File: src/hw/rtl/hrfp_pkg.sv
package hrfp_pkg;

  localparam int MAX_DATA = 32;
  localparam int ADDR_W   = $clog2(MAX_DATA);

  localparam logic [1:0] FAULT_NONE  = 2'd0;
  localparam logic [1:0] FAULT_COLON = 2'd1;
  localparam logic [1:0] FAULT_COUNT = 2'd2;

  typedef struct packed {
    logic [7:0] char_in;
    logic       file_end;
  } in_t;

  typedef struct packed {
    logic [7:0] frame_byte;
    logic       frame_last;
    logic [1:0] fault;
  } out_t;

  // Port bundle of the record data buffer.
  typedef struct packed {
    logic              wr_en;
    logic [ADDR_W-1:0] wr_addr;
    logic [7:0]        wr_data;
    logic              rd_en;
    logic [ADDR_W-1:0] rd_addr;
  } ram_req_t;

endpackage

File: src/hw/rtl/hex_record_to_frame_parser_unit.sv
// Flow: a newline that ends a record and has results to send, or a character where a colon
// was due, stalls the input while its results go out; each result byte passes a buffer read
// state, then an output load state that waits while the output is stalled.
// Throughput: one character a cycle within a record; a data frame for n data bytes is 6+n bytes.
// Reset: synchronous, active low; clears the parser and output control. The data buffer is
// not cleared and holds whatever was last written to it.
module hex_record_to_frame_parser_unit
  import hrfp_pkg::*;
(
  input  logic clk,
  input  logic rst_n,
  input  logic in_valid,
  output logic in_stall,
  input  in_t  in_data,
  output logic out_valid,
  input  logic out_stall,
  output out_t out_data
);

  localparam logic [1:0] PH_COLON  = 2'd0;
  localparam logic [1:0] PH_RECORD = 2'd1;
  localparam logic [1:0] PH_ERROR  = 2'd2;

  localparam logic [1:0] ST_IDLE = 2'd0;
  localparam logic [1:0] ST_RD   = 2'd1;
  localparam logic [1:0] ST_WR   = 2'd2;

  localparam logic [1:0] EM_FRAME = 2'd0;
  localparam logic [1:0] EM_EOF   = 2'd1;
  localparam logic [1:0] EM_COLON = 2'd2;
  localparam logic [1:0] EM_COUNT = 2'd3;

  localparam logic [7:0] CH_COLON   = 8'h3A;
  localparam logic [7:0] CH_NEWLINE = 8'h0A;
  localparam logic [7:0] TYPE_EXT   = 8'h04;
  localparam logic [7:0] TAG_LEAD   = 8'h00;
  localparam logic [7:0] TAG_DATA   = 8'h01;
  localparam logic [7:0] TAG_EOF    = 8'h03;
  localparam logic [5:0] DATA_OFS   = 6'd4;
  localparam logic [5:0] HDR_LEN    = 6'd6;
  localparam logic [5:0] POS_MAX    = 6'd63;

  function automatic logic [3:0] nibble_of(input logic [7:0] c);
    logic [7:0] lc;
    logic [7:0] d;
    lc = c;
    if (c >= 8'h41 && c <= 8'h5A) begin
      lc = c + 8'h20;
    end
    d = lc - 8'h30;
    if (!d[7] && d > 8'd9) begin
      d = d - 8'd7;
    end
    return d[3:0];
  endfunction

  logic [1:0] phase_r, phase_nxt;
  logic       second_r, second_nxt;
  logic [3:0] high_r, high_nxt;
  logic [5:0] pos_r, pos_nxt;
  logic [7:0] count_r, count_nxt;
  logic [7:0] offh_r, offh_nxt;
  logic [7:0] offl_r, offl_nxt;
  logic [7:0] exth_r, exth_nxt;
  logic [7:0] extl_r, extl_nxt;
  logic       extrec_r, extrec_nxt;

  logic [1:0] state_r, state_nxt;
  logic [1:0] mode_r, mode_nxt;
  logic [5:0] idx_r, idx_nxt;
  logic [5:0] last_r, last_nxt;

  logic       out_valid_r, out_valid_nxt;
  out_t       out_r, out_nxt;

  ram_req_t   ram_req;
  logic [7:0] ram_rdata;

  logic       in_acc;
  logic       slot_free;
  logic [7:0] pair_byte;
  logic [5:0] data_idx;
  logic [5:0] rd_off;
  logic [7:0] emit_byte;

  hrfp_data_ram u_ram (
    .clk     (clk),
    .req     (ram_req),
    .rd_data (ram_rdata)
  );

  assign in_stall  = (state_r != ST_IDLE);
  assign in_acc    = in_valid && !in_stall;
  assign slot_free = !out_valid_r || !out_stall;
  assign pair_byte = {high_r, nibble_of(in_data.char_in)};
  assign data_idx  = pos_r - DATA_OFS;
  assign rd_off    = idx_r - HDR_LEN;

  // Buffer writes happen only while idle and reads only while emitting, so the two never
  // meet on one entry at the same time.
  always_comb begin
    phase_nxt  = phase_r;
    second_nxt = second_r;
    high_nxt   = high_r;
    pos_nxt    = pos_r;
    count_nxt  = count_r;
    offh_nxt   = offh_r;
    offl_nxt   = offl_r;
    exth_nxt   = exth_r;
    extl_nxt   = extl_r;
    extrec_nxt = extrec_r;
    state_nxt  = state_r;
    mode_nxt   = mode_r;
    idx_nxt    = idx_r;
    last_nxt   = last_r;
    ram_req.wr_en   = 1'b0;
    ram_req.wr_addr = data_idx[ADDR_W-1:0];
    ram_req.wr_data = pair_byte;
    ram_req.rd_en   = 1'b0;
    ram_req.rd_addr = rd_off[ADDR_W-1:0];

    case (state_r)
      ST_IDLE: begin
        if (in_acc) begin
          case (phase_r)
            PH_COLON: begin
              if (in_data.char_in == CH_COLON) begin
                phase_nxt  = PH_RECORD;
                pos_nxt    = 6'd0;
                second_nxt = 1'b0;
              end else begin
                phase_nxt = PH_ERROR;
                mode_nxt  = EM_COLON;
                idx_nxt   = 6'd0;
                last_nxt  = 6'd0;
                state_nxt = ST_RD;
              end
            end
            PH_RECORD: begin
              if (in_data.char_in == CH_NEWLINE) begin
                second_nxt = 1'b0;
                phase_nxt  = PH_COLON;
                idx_nxt    = 6'd0;
                if (in_data.file_end) begin
                  extrec_nxt = 1'b0;
                  mode_nxt   = EM_EOF;
                  last_nxt   = 6'd1;
                  state_nxt  = ST_RD;
                end else if (!extrec_r) begin
                  if (count_r > 8'(MAX_DATA)) begin
                    mode_nxt = EM_COUNT;
                    last_nxt = 6'd0;
                  end else begin
                    mode_nxt = EM_FRAME;
                    last_nxt = 6'd5 + count_r[5:0];
                  end
                  state_nxt = ST_RD;
                end
              end else if (!second_r) begin
                high_nxt   = nibble_of(in_data.char_in);
                second_nxt = 1'b1;
              end else begin
                second_nxt = 1'b0;
                case (pos_r)
                  6'd0: count_nxt = pair_byte;
                  6'd1: offh_nxt  = pair_byte;
                  6'd2: offl_nxt  = pair_byte;
                  6'd3: extrec_nxt = (pair_byte == TYPE_EXT);
                  default: begin
                    if (pos_r == 6'd4 && extrec_r) begin
                      exth_nxt = pair_byte;
                    end else if (pos_r == 6'd5 && extrec_r) begin
                      extl_nxt = pair_byte;
                    end else if (data_idx < 6'(MAX_DATA)) begin
                      ram_req.wr_en = 1'b1;
                    end
                  end
                endcase
                if (pos_r != POS_MAX) begin
                  pos_nxt = pos_r + 6'd1;
                end
              end
            end
            default: ;
          endcase
        end
      end
      ST_RD: begin
        ram_req.rd_en = 1'b1;
        state_nxt     = ST_WR;
      end
      ST_WR: begin
        if (slot_free) begin
          idx_nxt   = idx_r + 6'd1;
          state_nxt = (idx_r == last_r) ? ST_IDLE : ST_RD;
        end
      end
      default: state_nxt = ST_IDLE;
    endcase
  end

  always_comb begin
    emit_byte = TAG_LEAD;
    case (mode_r)
      EM_FRAME: begin
        case (idx_r)
          6'd0: emit_byte = TAG_LEAD;
          6'd1: emit_byte = TAG_DATA;
          6'd2: emit_byte = exth_r;
          6'd3: emit_byte = extl_r;
          6'd4: emit_byte = offh_r;
          6'd5: emit_byte = offl_r;
          default: emit_byte = ram_rdata;
        endcase
      end
      EM_EOF: emit_byte = (idx_r == 6'd0) ? TAG_LEAD : TAG_EOF;
      default: emit_byte = TAG_LEAD;
    endcase
  end

  always_comb begin
    out_valid_nxt = out_valid_r && out_stall;
    out_nxt       = out_r;
    if (state_r == ST_WR && slot_free) begin
      out_valid_nxt      = 1'b1;
      out_nxt.frame_byte = emit_byte;
      out_nxt.frame_last = (idx_r == last_r);
      case (mode_r)
        EM_COLON: out_nxt.fault = FAULT_COLON;
        EM_COUNT: out_nxt.fault = FAULT_COUNT;
        default:  out_nxt.fault = FAULT_NONE;
      endcase
    end
  end

  always_ff @(posedge clk) begin
    if (!rst_n) begin
      phase_r     <= PH_COLON;
      second_r    <= 1'b0;
      high_r      <= 4'd0;
      pos_r       <= 6'd0;
      count_r     <= 8'd0;
      offh_r      <= 8'd0;
      offl_r      <= 8'd0;
      exth_r      <= 8'd0;
      extl_r      <= 8'd0;
      extrec_r    <= 1'b0;
      state_r     <= ST_IDLE;
      mode_r      <= EM_FRAME;
      idx_r       <= 6'd0;
      last_r      <= 6'd0;
      out_valid_r <= 1'b0;
    end else begin
      phase_r     <= phase_nxt;
      second_r    <= second_nxt;
      high_r      <= high_nxt;
      pos_r       <= pos_nxt;
      count_r     <= count_nxt;
      offh_r      <= offh_nxt;
      offl_r      <= offl_nxt;
      exth_r      <= exth_nxt;
      extl_r      <= extl_nxt;
      extrec_r    <= extrec_nxt;
      state_r     <= state_nxt;
      mode_r      <= mode_nxt;
      idx_r       <= idx_nxt;
      last_r      <= last_nxt;
      out_valid_r <= out_valid_nxt;
    end
  end

  always_ff @(posedge clk) begin
    out_r <= out_nxt;
  end

  assign out_valid = out_valid_r;
  assign out_data  = out_r;

  a_error_sticky: assert property (@(posedge clk) disable iff (!rst_n)
    phase_r == PH_ERROR |=> phase_r == PH_ERROR)
    else $error("error phase left without reset");

  a_fault_shape: assert property (@(posedge clk) disable iff (!rst_n)
    out_valid_r && out_r.fault != FAULT_NONE |-> out_r.frame_last && out_r.frame_byte == 8'd0)
    else $error("fault transfer not a lone zero byte");

  a_idx_bound: assert property (@(posedge clk) disable iff (!rst_n)
    state_r != ST_IDLE |-> idx_r <= last_r)
    else $error("emit index ran past the last byte");

  a_no_write_emit: assert property (@(posedge clk) disable iff (!rst_n)
    state_r != ST_IDLE |-> !ram_req.wr_en)
    else $error("buffer written while a frame is going out");

  a_pos_sat: assert property (@(posedge clk) disable iff (!rst_n)
    pos_r == POS_MAX |=> pos_r == POS_MAX || pos_r == 6'd0)
    else $error("byte position wrapped");

endmodule

File: src/hw/rtl/hrfp_data_ram.sv
module hrfp_data_ram
  import hrfp_pkg::*;
(
  input  logic       clk,
  input  ram_req_t   req,
  output logic [7:0] rd_data
);

  logic [7:0] mem [MAX_DATA];
  logic [7:0] rd_data_r;

  always_ff @(posedge clk) begin
    if (req.wr_en) begin
      mem[req.wr_addr] <= req.wr_data;
    end
    if (req.rd_en) begin
      rd_data_r <= mem[req.rd_addr];
    end
  end

  assign rd_data = rd_data_r;

endmodule

File: config.mk
export PLATFORM = sky130hd
export DESIGN_NAME = hex_record_to_frame_parser_unit
export DESIGN_NICKNAME = d
export VERILOG_FILES = /design/src/hw/rtl/hrfp_pkg.sv /design/src/hw/rtl/hex_record_to_frame_parser_unit.sv /design/src/hw/rtl/hrfp_data_ram.sv
export SDC_FILE = /design/constraint.sdc
export NUM_CORES = 1
export LEC_CHECK = 0
export BUFFER_PORTS_ARGS = -buffer_cell sky130_fd_sc_hd__buf_4
export CORE_MARGIN = 2
export CORE_UTILIZATION = 25
export DETAILED_ROUTE_END_ITERATION = 8
export HOLD_SLACK_MARGIN = 0.1
export SYNTH_ARGS = -nofsm -noshare
export SYNTH_HDL_FRONTEND = slang
export SYNTH_SLANG_ARGS = --single-unit
File: constraint.sdc
create_clock -name clk -period 2.45 [get_ports clk]
set_input_delay 0.245 -clock clk [delete_from_list [all_inputs] [get_ports clk]]
set_output_delay 0.245 -clock clk [all_outputs]
set_load 0.02 [all_outputs]
# After elaboration in Yosys (flattened, before gate mapping)
# Memory sizes are Yosys's and may differ from the RTL's. A register that Yosys moved wholly into a read port is not among the register bits.
# Cells that the tools add are included.
dict set report word_totals {
  regBits 82
  latchBits 0
  mem_bits_rw 256
  mem_bits_ro 0
  elab_cells 179
  n_memories 1
}
dict set report classes {
  n_addsub 10
  n_mul 0
  div 0
  order_cmp 6
  eq_ne 35
  n_shift 0
  mux 67
  bitwise 4
  reduce_logical 38
}
# memory depth word_bits rd rd_ports_with_merged_regs write_ports line
set mem_list {}
lappend mem_list {u_ram.mem 32 8 1 1 1 hrfp_data_ram.sv:9} ;# logic [7:0] mem [MAX_DATA];
# cell count
set op_table {}
lappend op_table {{6-bit two-way mux} 12}
lappend op_table {{8-bit two-way mux} 6}
lappend op_table {{6-bit one-hot mux with 2 select lines} 4}
lappend op_table {{8-bit one-hot mux with 6 select lines} 1}
lappend op_table {{6-bit AND reduction} 7}
lappend op_table {{2-bit two-way mux} 14}
lappend op_table {{6-bit by 2-bit equality test with 1-bit output (second input constant)} 4}
lappend op_table {{6-bit by 3-bit equality test with 1-bit output (second input constant)} 4}
lappend op_table {{1-bit two-way mux} 21}
lappend op_table {{2-bit inequality test (second input constant)} 9}
lappend op_table {{8-bit by 4-bit greater-than comparator with 1-bit output (second input constant)} 2}
lappend op_table {{2-bit one-hot mux with 2 select lines} 4}
lappend op_table {{8-bit one-hot mux with 2 select lines} 1}
lappend op_table {{8-bit by 6-bit subtractor with 8-bit output (second input constant)} 2}
lappend op_table {{7-bit AND reduction} 2}
lappend op_table {{6-bit by 1-bit adder with 6-bit output (second input constant)} 2}
lappend op_table {{6-bit by 1-bit equality test with 1-bit output (second input constant)} 2}
lappend op_table {{6-bit zero test} 2}
lappend op_table {{2-bit nonzero test} 5}
lappend op_table {{3-bit inequality test (second input constant)} 3}
lappend op_table {{8-bit by 6-bit adder with 8-bit output (second input constant)} 1}
lappend op_table {{8-bit by 3-bit equality test with 1-bit output (second input constant)} 1}
lappend op_table {{8-bit by 4-bit equality test with 1-bit output (second input constant)} 1}
lappend op_table {{8-bit by 6-bit equality test with 1-bit output (second input constant)} 1}
lappend op_table {{26 further kinds} 49}

# Depth between registers and ports, before layout
# Gate-level depths: netlist of the first run.
dict set report depth {
  word_depth 13
  depth_mapped 10
}

# Hierarchy
# From an unflattened synthesis of the first run, not the netlist that was laid out.
dict set report hier_totals {
  cells_unflattened 896
  hier_area_um2 14350.0
}
# module n_inst cells_per_inst area_each_um2 seq_area_each_um2
set modules_own_cells {}
lappend modules_own_cells {hrfp_data_ram 1 417 10133.5 7927.6}
lappend modules_own_cells {hex_record_to_frame_parser_unit 1 479 4216.5 1751.7}

# Worst setup path after synthesis of the first run
# No wires, ideal clock.
dict set report synth_timing {
  path_type {flip-flop to flip-flop}
  start {reg idx_r[0]}
  end {reg out_r, in the netlist out_data[3], data pin}
  setup_ns 0.146
  arrival_time_ns 2.482
  t_required_ns 2.304
  slack_ns -0.178
  stages_incl_launch_ff 11
  synth_period_minus_slack_ns 2.628
  path_cell_list {dfxtp_1 -> clkbuf_1 -> buf_1 -> inv_1 -> ha_1 -> clkbuf_1 -> nor2_1 -> nor2_1 -> o31ai_1 -> a22oi_1 -> a21oi_1}
}
dict set report synth_between {
  elab_chain_cells 3
  word_cells_on_any_way 9
  cone_classes {5 x eq/ne; 3 x mux; 1 x reduce/logical}
}
# item line
set synth_lines {}
lappend synth_lines {{from (decl)} hex_record_to_frame_parser_unit.sv:70} ;# logic [5:0] idx_r, idx_nxt;
lappend synth_lines {{from (signal assigned)} hex_record_to_frame_parser_unit.sv:266} ;# idx_r <= idx_nxt;
lappend synth_lines {{6-bit by 3-bit equality test with 1-bit output (tied with other cells)} hex_record_to_frame_parser_unit.sv:206} ;# case (idx_r)
lappend synth_lines {{8-bit one-hot mux with 6 select lines / 2-bit two-way mux (equally long branches)} {hex_record_to_frame_parser_unit.sv:206, hex_record_to_frame_parser_unit.sv:216}}
lappend synth_lines {{8-bit one-hot mux with 2 select lines (*)} hex_record_to_frame_parser_unit.sv:204} ;# case (mode_r)
lappend synth_lines {{named net emit_byte[0]} hex_record_to_frame_parser_unit.sv:84} ;# logic [7:0] emit_byte;
lappend synth_lines {{to (signal assigned)} hex_record_to_frame_parser_unit.sv:273} ;# out_r <= out_nxt;
lappend synth_lines {{to (decl)} hex_record_to_frame_parser_unit.sv:74} ;# out_t out_r, out_nxt;
# The timed path passes the listed nets; every way through them passes the cells marked *.
# A chain may end at the register's enable or synchronous reset.

# Worst setup path after layout of the first run
dict set report layout_timing {
  start {reg idx_r[0]}
  end {reg u_ram.rd_data_r[4], in the netlist u_ram.rd_data[4] (read register of u_ram.mem), data pin}
}
dict set report layout_between {
  elab_chain_cells 1
}
# item line
set layout_lines {}
lappend layout_lines {{5-bit by 3-bit subtractor with 5-bit output} hex_record_to_frame_parser_unit.sv:97} ;# assign rd_off = idx_r - HDR_LEN;
lappend layout_lines {{to (decl)} hrfp_data_ram.sv:10} ;# logic [7:0] rd_data_r;
# Every way passes these cells.

==> metrics, run 1 <==
Area growth syn-to-layout 20.9%; crit share post-route a little over nine tenths; Port Buffer Count 25; Global Route Usage Sum between 10% and 20%; vias in the first global route approximately 8200; Post-Layout Cell Count approximately 1800; vias per cell between 4 and 5; sw power between 0.002 and 0.003 W; maxcap violations 0; CTS Sinks between 300 and 400; worst setup path class reg -> reg; WHS 0.127 ns; Synth Instances 876; most common cell after layout, fill and taps aside edfxtp_1; largest area contributor in the netlist edfxtp_1; H-tree levels 2; Final Hold Vio Count 0; clock slew at reported path FFs around 0.060 ns; Syn. warnings 0; Pre-antenna DRT Iters 5; Max Fclk roughly 420 MHz; kind of end point of the critical path flop; placed insts about 1700; DP Worst Slack -0.121 ns; die height around 240 um; Root Buffer clkbuf_16; most frequent cells in the layout edfxtp_1, buf_4, nor2_1; RePlAce Congestion between 0.8 and 0.9; die area ~59000 um^2; Mapped Nets around 910; initial antenna violation count 0; worst slew pin tran 0.796 ns; post-DP HPWL 21100 um; Hold Path Class in -> reg; post-synth top area share between 50 and 60%; Net count, final approximately 1000; Final setup viols 0; startpoint types flop; starting density of the core 25.3%; arrival time at the worst endpoint ~2.6 ns; ant diodes 0; total leakage power ~5.6 nW; remaining antenna violation count 0; Period minus WS final around 2.4 ns; Die X 243 um; Max FO, Critical Path 14; first-pass GRT wire length 50000 um; synth top area cells edfxtp_1, mux4_2, dfxtp_1; TritonCTS clock tree built; sw frac 21.5%; post-synthesis area per instance between 15 and 20 um^2; Clock Skew between 0.01 and 0.015 ns; Wirelength per Cell around 18 um; register bit count reported by yosys between 300 and 400; unrepaired setup endpoints after global routing yes; initial DRC count between 600 and 700; post-synth cell types between 60 and 70; pwr dens between 700 and 800 nW/um^2; Reg power frac a little over half; CP required between 2 and 3 ns; top_reg_cell synth edfxtp_1; Filler cells between 5000 and 6000; maximum vdd drop about 490 uV; final wirelength between 30000 and 40000 um; largest net degree at the start of global routing 40; part of the power in the clock network a little over two fifths; Final Slew Violations 0; FFs w/ async S/R, synth 0%; Gate power share under 10%; drt drc 0; Setup WS post-layout a little under 0.09 ns; I/O pin cnt 26; vias between 8000 and 9000; Pwr Total 0.0124 W; status completed; Post-Syn Area ~14000 um^2; share of layout cells above drive strength 1 27.9%; register area share after synthesis 67.7%; Max Root-Sink Buffers 3; core area between 50000 and 60000 um^2; EDFF count, synth about 280; grt ovf 0; Clk Latency, worst-skew pair 0.52 ns; Max-slew headroom 46.9%; Internal Power between 0.009 and 0.01 W; row count 87; CTS Buf Count 38
[logic make-up (layout without fill, tap and decap cells)]
| kind of cell | after synthesis | in the layout | synth area share, % |
|---|---|---|---|
| compound gates | 119 | 119 | 5.75 |
| xor+xnor | 24 | 24 | 1.47 |
| fa+ha+maj | 20 | 20 | 1.75 |
| buf+inv | 64 | 212 | 1.93 |
| flops | 346 | 346 | 67.7 |
| mux | 112 | 112 | 14.9 |
| simple gates | 191 | 191 | 6.48 |
[metrics by stage]
step	TNS (ns)	util [%]	cell area (um^2)
finish	0	30.6	17300
global route	-0.0898	30.6	17300
CTS	-0.00350	30.5	17200
detailed placement	-2.28	28.4	16100
global placement	-4.19	28.4	16100
floorplan	0	-	14300
[Yosys cell counts, drive strengths merged, types with 2 or more instances]
cell type,number
a211o,2
a211oi,12
a21oi,35
a221oi,2
a22o,11
a22oi,14
a31o,2
a31oi,3
and2,3
and3,4
buf,18
clkbuf,24
dfxtp,71
edfxtp,275
ha,20
inv,22
mux2,9
mux2i,23
mux4,80
nand2,29
nand2b,3
nand3,11
nand3b,2
nand4,5
nand4b,2
nor2,99
nor2b,6
nor3,11
nor4,5
o2111ai,2
o21ai,20
o21bai,2
o31a,2
o41ai,2
or2,4
xnor2,14
xor2,10
[final timing paths]
kind	from	to	slack [ns]	cells after the start
setup / recovery	idx_r[0]	u_ram.rd_data[4]	0.09	4
hold / removal	in_valid	phase_r[0]	0.13	3
setup reg to reg	idx_r[0]	u_ram.rd_data[4]	0.09	4
hold reg to reg	last_r[0]	last_r[0]	0.50	2
[cell type report]
cell class              count  area [um^2]  share of cell area [%]
inverters                  22         82.6                   0.478
clock inverters            19          128                   0.738
flip-flops and latches    346         9690                    56.0
repair buffers            122         1030                    5.99
clock buffers              49         1010                    5.86
well taps                 756          946                    5.47
multi-input cells         466         4390                    25.4
[per-layer routing]
| layer | routed length (um) | vias up | share of wire [%] | track usage, % |
|---|---|---|---|---|
| li1 | - | 3674 | - | - |
| met1 | 14300 | 4064 | 44 | 14.5 |
| met2 | 15600 | 222 | 48 | 18.1 |
| met3 | 1720 | 53 | 5.3 | 2.06 |
| met4 | 972 | 0 | 3.0 | 4.02 |
| met5 | 0 | - | 0 | 0 |
[critical path, cell delays in order, from the launching register on]
cell and delay [ns]:
dfxtp_4 0.41, buf_4 0.31, mux4_2 0.58, mux4_2 0.50, mux2_2 0.30
[power groups by stage]
| stage | Clock, W | Combinational [W] | Sequential [W] |
|---|---|---|---|
| 2_1_floorplan | 0 | 0.000337 | 0.00659 |
| 3_3_place_gp | 0 | 0.000631 | 0.00657 |
| 3_5_place_dp | 0 | 0.000643 | 0.00658 |
| 4_1_cts | 0.00540 | 0.000647 | 0.00645 |
| 5_1_grt | 0.00562 | 0.000698 | 0.00645 |
| 6_report | 0.00526 | 0.000640 | 0.00645 |
[sequential cells by signal (all words and copies together), names as in the netlist, 4 cells and up]
signal,flops
out_data,11
offh_r,8
offl_r,8
count_r,8
pos_r,6
u_ram.mem,256
extl_r,8
last_r,6
idx_r,6
high_r,4
exth_r,8
u_ram.rd_data,8
[repair_timing]
item / CTS / global route
buffers inserted: 0 / 0
setup endpoints to repair: 11 / 256
gates resized for setup: 1 / 14
hold endpoints to repair: 13 / 0
hold buffers: 3 / 0
pin swaps: 0 / 1
Note: power is estimated with default switching activity, not from simulation.
==> run 2: changes to the inputs <==
Settings changed: CORE_UTILIZATION 25 to 55, CTS_BUF_LIST set to sky130_fd_sc_hd__clkbuf_2, HOLD_SLACK_MARGIN 0.1 to not set, PLACE_DENSITY set to 0.74.
==> run 2 against run 1 <==
  * Worst setup slack improved by 0.019 ns
  * Critical path depth increased by 1
  * Cell area decreased by 4.4%
  * Count of clock-buffer cells in the layout rose by 76
  * Clock power decreased by 28%
  * Fmax rose by 0.81%
  * Routed wire length is 1.8% lower
  * Via count up 6.3%
  * Critical path type unchanged
  * Critical endpoint is now u_ram.rd_data[2]
==> metrics, run 2 (synthesis gave the netlist of run 1 again) <==
status completed; starting density of the core 55.5% (+30 points); row count 59 (-32%); Period minus WS final 2.34 ns (-0.0189 ns); sum of negative setup slack 0 ns (unchanged); vias 8514 (+6.3%); max reg flops 256 (unchanged); fin area 16500 um^2 (-4.4%); RePlAce Congestion 0.849 (+4.4%); largest net degree at the start of global routing 40 (unchanged); Final Slew Violations 0 (unchanged); DP Area 15500 um^2 (-3.3%); Hold Path Class in -> reg; Port Buffer Count 25 (unchanged); hold depth 6 (+3); Global Route Usage Sum 24.5% (+13 points); Max-slew headroom 68.1% (+21 points); crit share post-route 95.7% (-0.77 points); die height 165 um (-32%); core area 25800 um^2 (-54%); most common cell after layout, fill and taps aside edfxtp_1; Pre-antenna DRT Iters 5 (unchanged); post-DP HPWL 20300 um (-3.7%); Max Root-Sink Buffers 3 (unchanged); Die X 165 um (-32%); TritonCTS clock tree built; Final Util 64.1% (+34 points); Max FO, Critical Path 13 (-1); Final setup viols 0 (unchanged); initial DRC count 780 (+20%); WHS 0.0960 ns (-0.0307 ns); worst setup path class reg -> reg; vias per cell 5.84 (+30%); initial antenna violation count 1 (+1); CTS Buf Count 86 (+130%); clock slew at reported path FFs 0.10 ns (+0.04 ns); Net count, final 1087 (+5.6%); Wirelength per Cell 21.9 um (+20%); Root Buffer clkbuf_2; most frequent cells in the layout edfxtp_1, clkbuf_2, buf_4; Clk Latency, worst-skew pair 0.89 ns (+0.37 ns); share of layout cells above drive strength 1 32.1% (+4.1 points); kind of end point of the critical path flop; remaining antenna violation count 0 (unchanged); vias in the first global route 8673 (+5.5%); Top reg by flops u_ram.mem; maxcap violations 0 (unchanged); Area growth syn-to-layout 15.6%; FF-to-FF path depth 5 (+1); drt drc 0 (unchanged); Max Fclk 427 MHz (+0.81%); H-tree levels 3 (+1); Final Hold Vio Count 0 (unchanged); unrepaired setup endpoints after global routing no; die area 27300 um^2 (-54%); I/O pin cnt 26 (unchanged); worst slew pin tran 0.479 ns (-0.318 ns); CTS Sinks 346 (unchanged); maximum vdd drop 484 uV (-0.29%); Clock Skew 0.0797 ns (+0.0658 ns); total leakage power 5.73 nW (+1.9%); pwr dens 660 nW/um^2 (-7.7%); startpoint types flop; CP required 3.04 ns (+0.33 ns); arrival time at the worst endpoint 2.94 ns (+0.32 ns); final wirelength 31900 um (-1.8%); first-pass GRT wire length 49100 um (-1.9%); grt ovf 0 (unchanged)
==> run 2: area by class of cell <==
cell class	instances	area, um^2
antenna	2	5.00
clock buffer	125	626
clock inverter	29	165
fill	1791	9240
inverter	22	82.6
multi-input combinational	466	4380
sequential	346	9690
tap	335	419
timing repair buffer	132	1160
==> run 2: timing repair <==
action                                  in CTS  in global routing
setup buffers                                0                  4
hold buffers                                14                  0
hold endpoints to repair                    48                  0
resized for setup                            0                  5
endpoints found under the setup margin       0                127
==> run 2: where the power goes <==
part           switching (W)  internal [W]  total [W]
Clock                0.00224       0.00157    0.00381
Sequential         0.0000353       0.00641    0.00644
Combinational       0.000388      0.000263   0.000651
Total                0.00266       0.00824     0.0109
==> run 2: final timing paths <==
check | from | endpoint | slack, ns
max | idx_r[0] | u_ram.rd_data[2] | 0.11
min | in_data[7] | phase_r[1] | 0.1
max reg2reg | idx_r[0] | u_ram.rd_data[2] | 0.11
min reg2reg | last_r[0] | last_r[0] | 0.49
==> run 2: per-layer routing <==
metal,wire length (um),share of wire [%],global-route usage (%)
met1,12600,40,29.7
met4,1100,3.5,10.9
met3,1950,6.1,5.57
met2,16200,51,42.3
met5,0,0,0
==> run 2: per-stage QoR <==
step | std cells | total power (W) | setup slack [ns]
CTS | 1451 | 0.0110 | 0.0381
floorplan | 876 | 0.00693 | 0.0524
global route | 1457 | 0.0114 | 0.0265
detailed placement | 1283 | 0.00719 | 0.00958
global placement | 1283 | 0.00718 | 0.0830
finish | 1457 | 0.0109 | 0.106
==> run 2: worst max-delay path, stage by stage, from the launching register on <==
cell and delay, ns:
dfxtp_4 0.44, buf_12 0.18, buf_4 0.12, mux4_2 0.51, mux4_2 0.54, mux2_2 0.30
==> run 3: changes to the inputs <==
Settings changed: CORE_UTILIZATION 55 to 40, HOLD_SLACK_MARGIN set to 0.06, PLACE_DENSITY 0.74 to not set.
Clock period 2.45 ns to 2.2 ns, I/O delays scaled along.
==> run 3 against run 2 <==
  * The run now ends with negative setup slack left
  * Clock skew up 0.018 ns
  * Cell area up 8.5%
  * Routed wire length increased by 8.2%
  * Combinational power rose by 34%
  * Count of clock-buffer cells in the layout shrank 3
  * Via count grew 0.15%
  * Cell count rose by 11%
  * Sequential share of layout area down 4.5 points
  * Sequential power rose by 11%
  * Global-route usage shrank 5.1 points
  * Total power grew 13%
  * Largest cell class unchanged
==> metrics, run 3 (synthesis gave the netlist of run 1 again) <==
vias in the first global route 8904 (+2.7%); kind of end point of the critical path flop; Gate power share 7.1% (+1.1 points); met2 global-route usage 33.0% (-9.3 points); die height 193 um (+17%); I/O pin cnt 26 (unchanged); vias per cell 5.27 (-9.8%); largest net degree at the start of global routing 39 (-2.5%); Hold Path Class in -> reg; part of the power in the clock network 34.7% (-0.2 points); starting density of the core 40.4% (-15 points); Global Route Usage Sum 19.4% (-5.1 points); grt ovf 0 (unchanged); RePlAce Congestion 0.776 (-8.6%); crit share post-route 104% (+8.4 points); remaining antenna violation count 0 (unchanged); Max Fclk 437 MHz (+2.4%); max reg flops 256 (unchanged); unrepaired setup endpoints after global routing yes; drt drc 0 (unchanged); Die X 193 um (+17%); CTS Buf Count 86 (unchanged); H-tree levels 3 (unchanged); Internal Power 0.00926 W (+12%); CP required 2.88 ns (-0.16 ns); sw frac 24.8% (+0.43 points); Setup WS post-layout -0.0890 ns (-0.195 ns); final wirelength 34600 um (+8.2%); DP Area 16500 um^2 (+6.3%); total leakage power 6.11 nW (+6.6%); initial antenna violation count 1 (unchanged); Final Util 50.6% (-13 points); worst setup path class reg -> reg; Area growth syn-to-layout 25.4%; most common cell after layout, fill and taps aside edfxtp_1; Max Root-Sink Buffers 3 (unchanged); first-pass GRT wire length 52900 um (+7.9%); pwr dens 687 nW/um^2 (+4.1%); WHS 0.193 ns (+0.0974 ns); Clock Skew 0.0973 ns (+0.0175 ns); post-DP HPWL 21900 um (+7.6%); status finished, violations left; startpoint types flop; Final Slew Violations 0 (unchanged); CTS Sinks 346 (unchanged); maximum vdd drop 434 uV (-10%); vias 8527 (+0.15%); core area 35400 um^2 (+37%); share of layout cells above drive strength 1 38.9% (+6.8 points); Max FO, Critical Path 5 (-8); M3 GR Usage 3.58% (-2.0 points); Top reg by flops u_ram.mem; TritonCTS clock tree built; die area 37300 um^2 (+37%); violated checks negative setup slack; Period minus WS final 2.29 ns (-0.0552 ns); clock slew at reported path FFs 0.11 ns (about the same); GRT busiest layer met2; Port Buffer Count 25 (unchanged); sw power 0.00306 W (+15%); Net count, final 1122 (+3.2%); initial DRC count 493 (-37%); most frequent cells in the layout edfxtp_1, clkbuf_2, buf_4; row count 69 (+17%); maxcap violations 0 (unchanged); M1 GR Usage 25.4% (-4.3 points); Pre-antenna DRT Iters 5 (unchanged); Reg power frac 58.2% (-0.9 points); Wirelength per Cell 21.4 um (-2.5%); Final setup viols 8 (+8); Clk Latency, worst-skew pair 0.95 ns (+0.06 ns); DP Worst Slack -0.158 ns (-0.168 ns); Max-slew headroom 61.9% (-6.2 points); worst slew pin tran 0.572 ns (+0.0929 ns); arrival time at the worst endpoint 2.96 ns (+0.02 ns); Filler cells 3010 (+68%); fin area 17900 um^2 (+8.5%); Final Hold Vio Count 0 (unchanged); Root Buffer clkbuf_2
-- run 3: cell count changes in the layout (fill, tap and decap cells not counted), sizes merged --
| cell | before | now |
|---|---|---|
| buf | 118 | 155 |
| clkbuf | 125 | 122 |
| dlygate4sd3 | 14 | 12 |
| clkinvlp | 0 | 1 |
| diode | 2 | 3 |
-- run 3: final timing paths --
path         startpoint               end  slack [ns]  cells past startpoint
min reg2reg   extl_r[3]         extl_r[3]        0.49                      2
max            idx_r[0]  u_ram.rd_data[5]       -0.09                      6
max reg2reg    idx_r[0]  u_ram.rd_data[5]       -0.09                      6
min          in_data[7]        phase_r[1]        0.19                      7
-- run 3: layout make-up --
cell class	instances	area (um^2)	share of cell area, %
multi-input combinational	466	4730	26.4
antenna	3	7.51	0.0419
tap	461	577	3.22
sequential	346	9690	54.1
inverter	22	82.6	0.461
timing repair buffer	167	2040	11.4
clock inverter	30	185	1.03
clock buffer	122	611	3.41
-- run 3: what timing repair did --
action,in CTS,in global routing
pin swaps,2,12
hold buffers,12,0
cloned,4,0
setup endpoints to repair,20,272
hold endpoints to repair,91,0
buffers inserted,13,9
resized for setup,16,26
-- run 3: critical path, cell delays in order (launching register included) --
cell,delay (ns)
dfxtp_4,0.42
buf_6,0.14
buf_12,0.12
buf_4,0.12
mux4_2,0.52
mux4_2,0.47
mux2_4,0.27
-- run 3: per-layer routing --
metal  vias up  part of all wire, %
li1       3924                    -
met1      4370                   44
met2       184                   51
met3        49                  4.1
met4         0                  1.7
met5         -                    0
-- run 3: per-stage QoR --
step                total power (W)  setup TNS [ns]  cells
floorplan                   0.00773          -15.27    876
global placement            0.00810          -11.54   1425
detailed placement          0.00811          -13.35   1425
CTS                          0.0125          -0.563   1606
global route                 0.0129          -0.957   1615
finish                       0.0123          -0.529   1617
-- run 3: power groups by stage --
| stage | logic, W | registers, W | clock network (W) |
|---|---|---|---|
| after global routing | 0.000945 | 0.00717 | 0.00474 |
| after detailed placement | 0.000788 | 0.00732 | 0 |
| after CTS | 0.000878 | 0.00717 | 0.00446 |
| after floorplan | 0.000385 | 0.00734 | 0 |
| after global placement | 0.000781 | 0.00732 | 0 |
| final | 0.000871 | 0.00717 | 0.00428 |
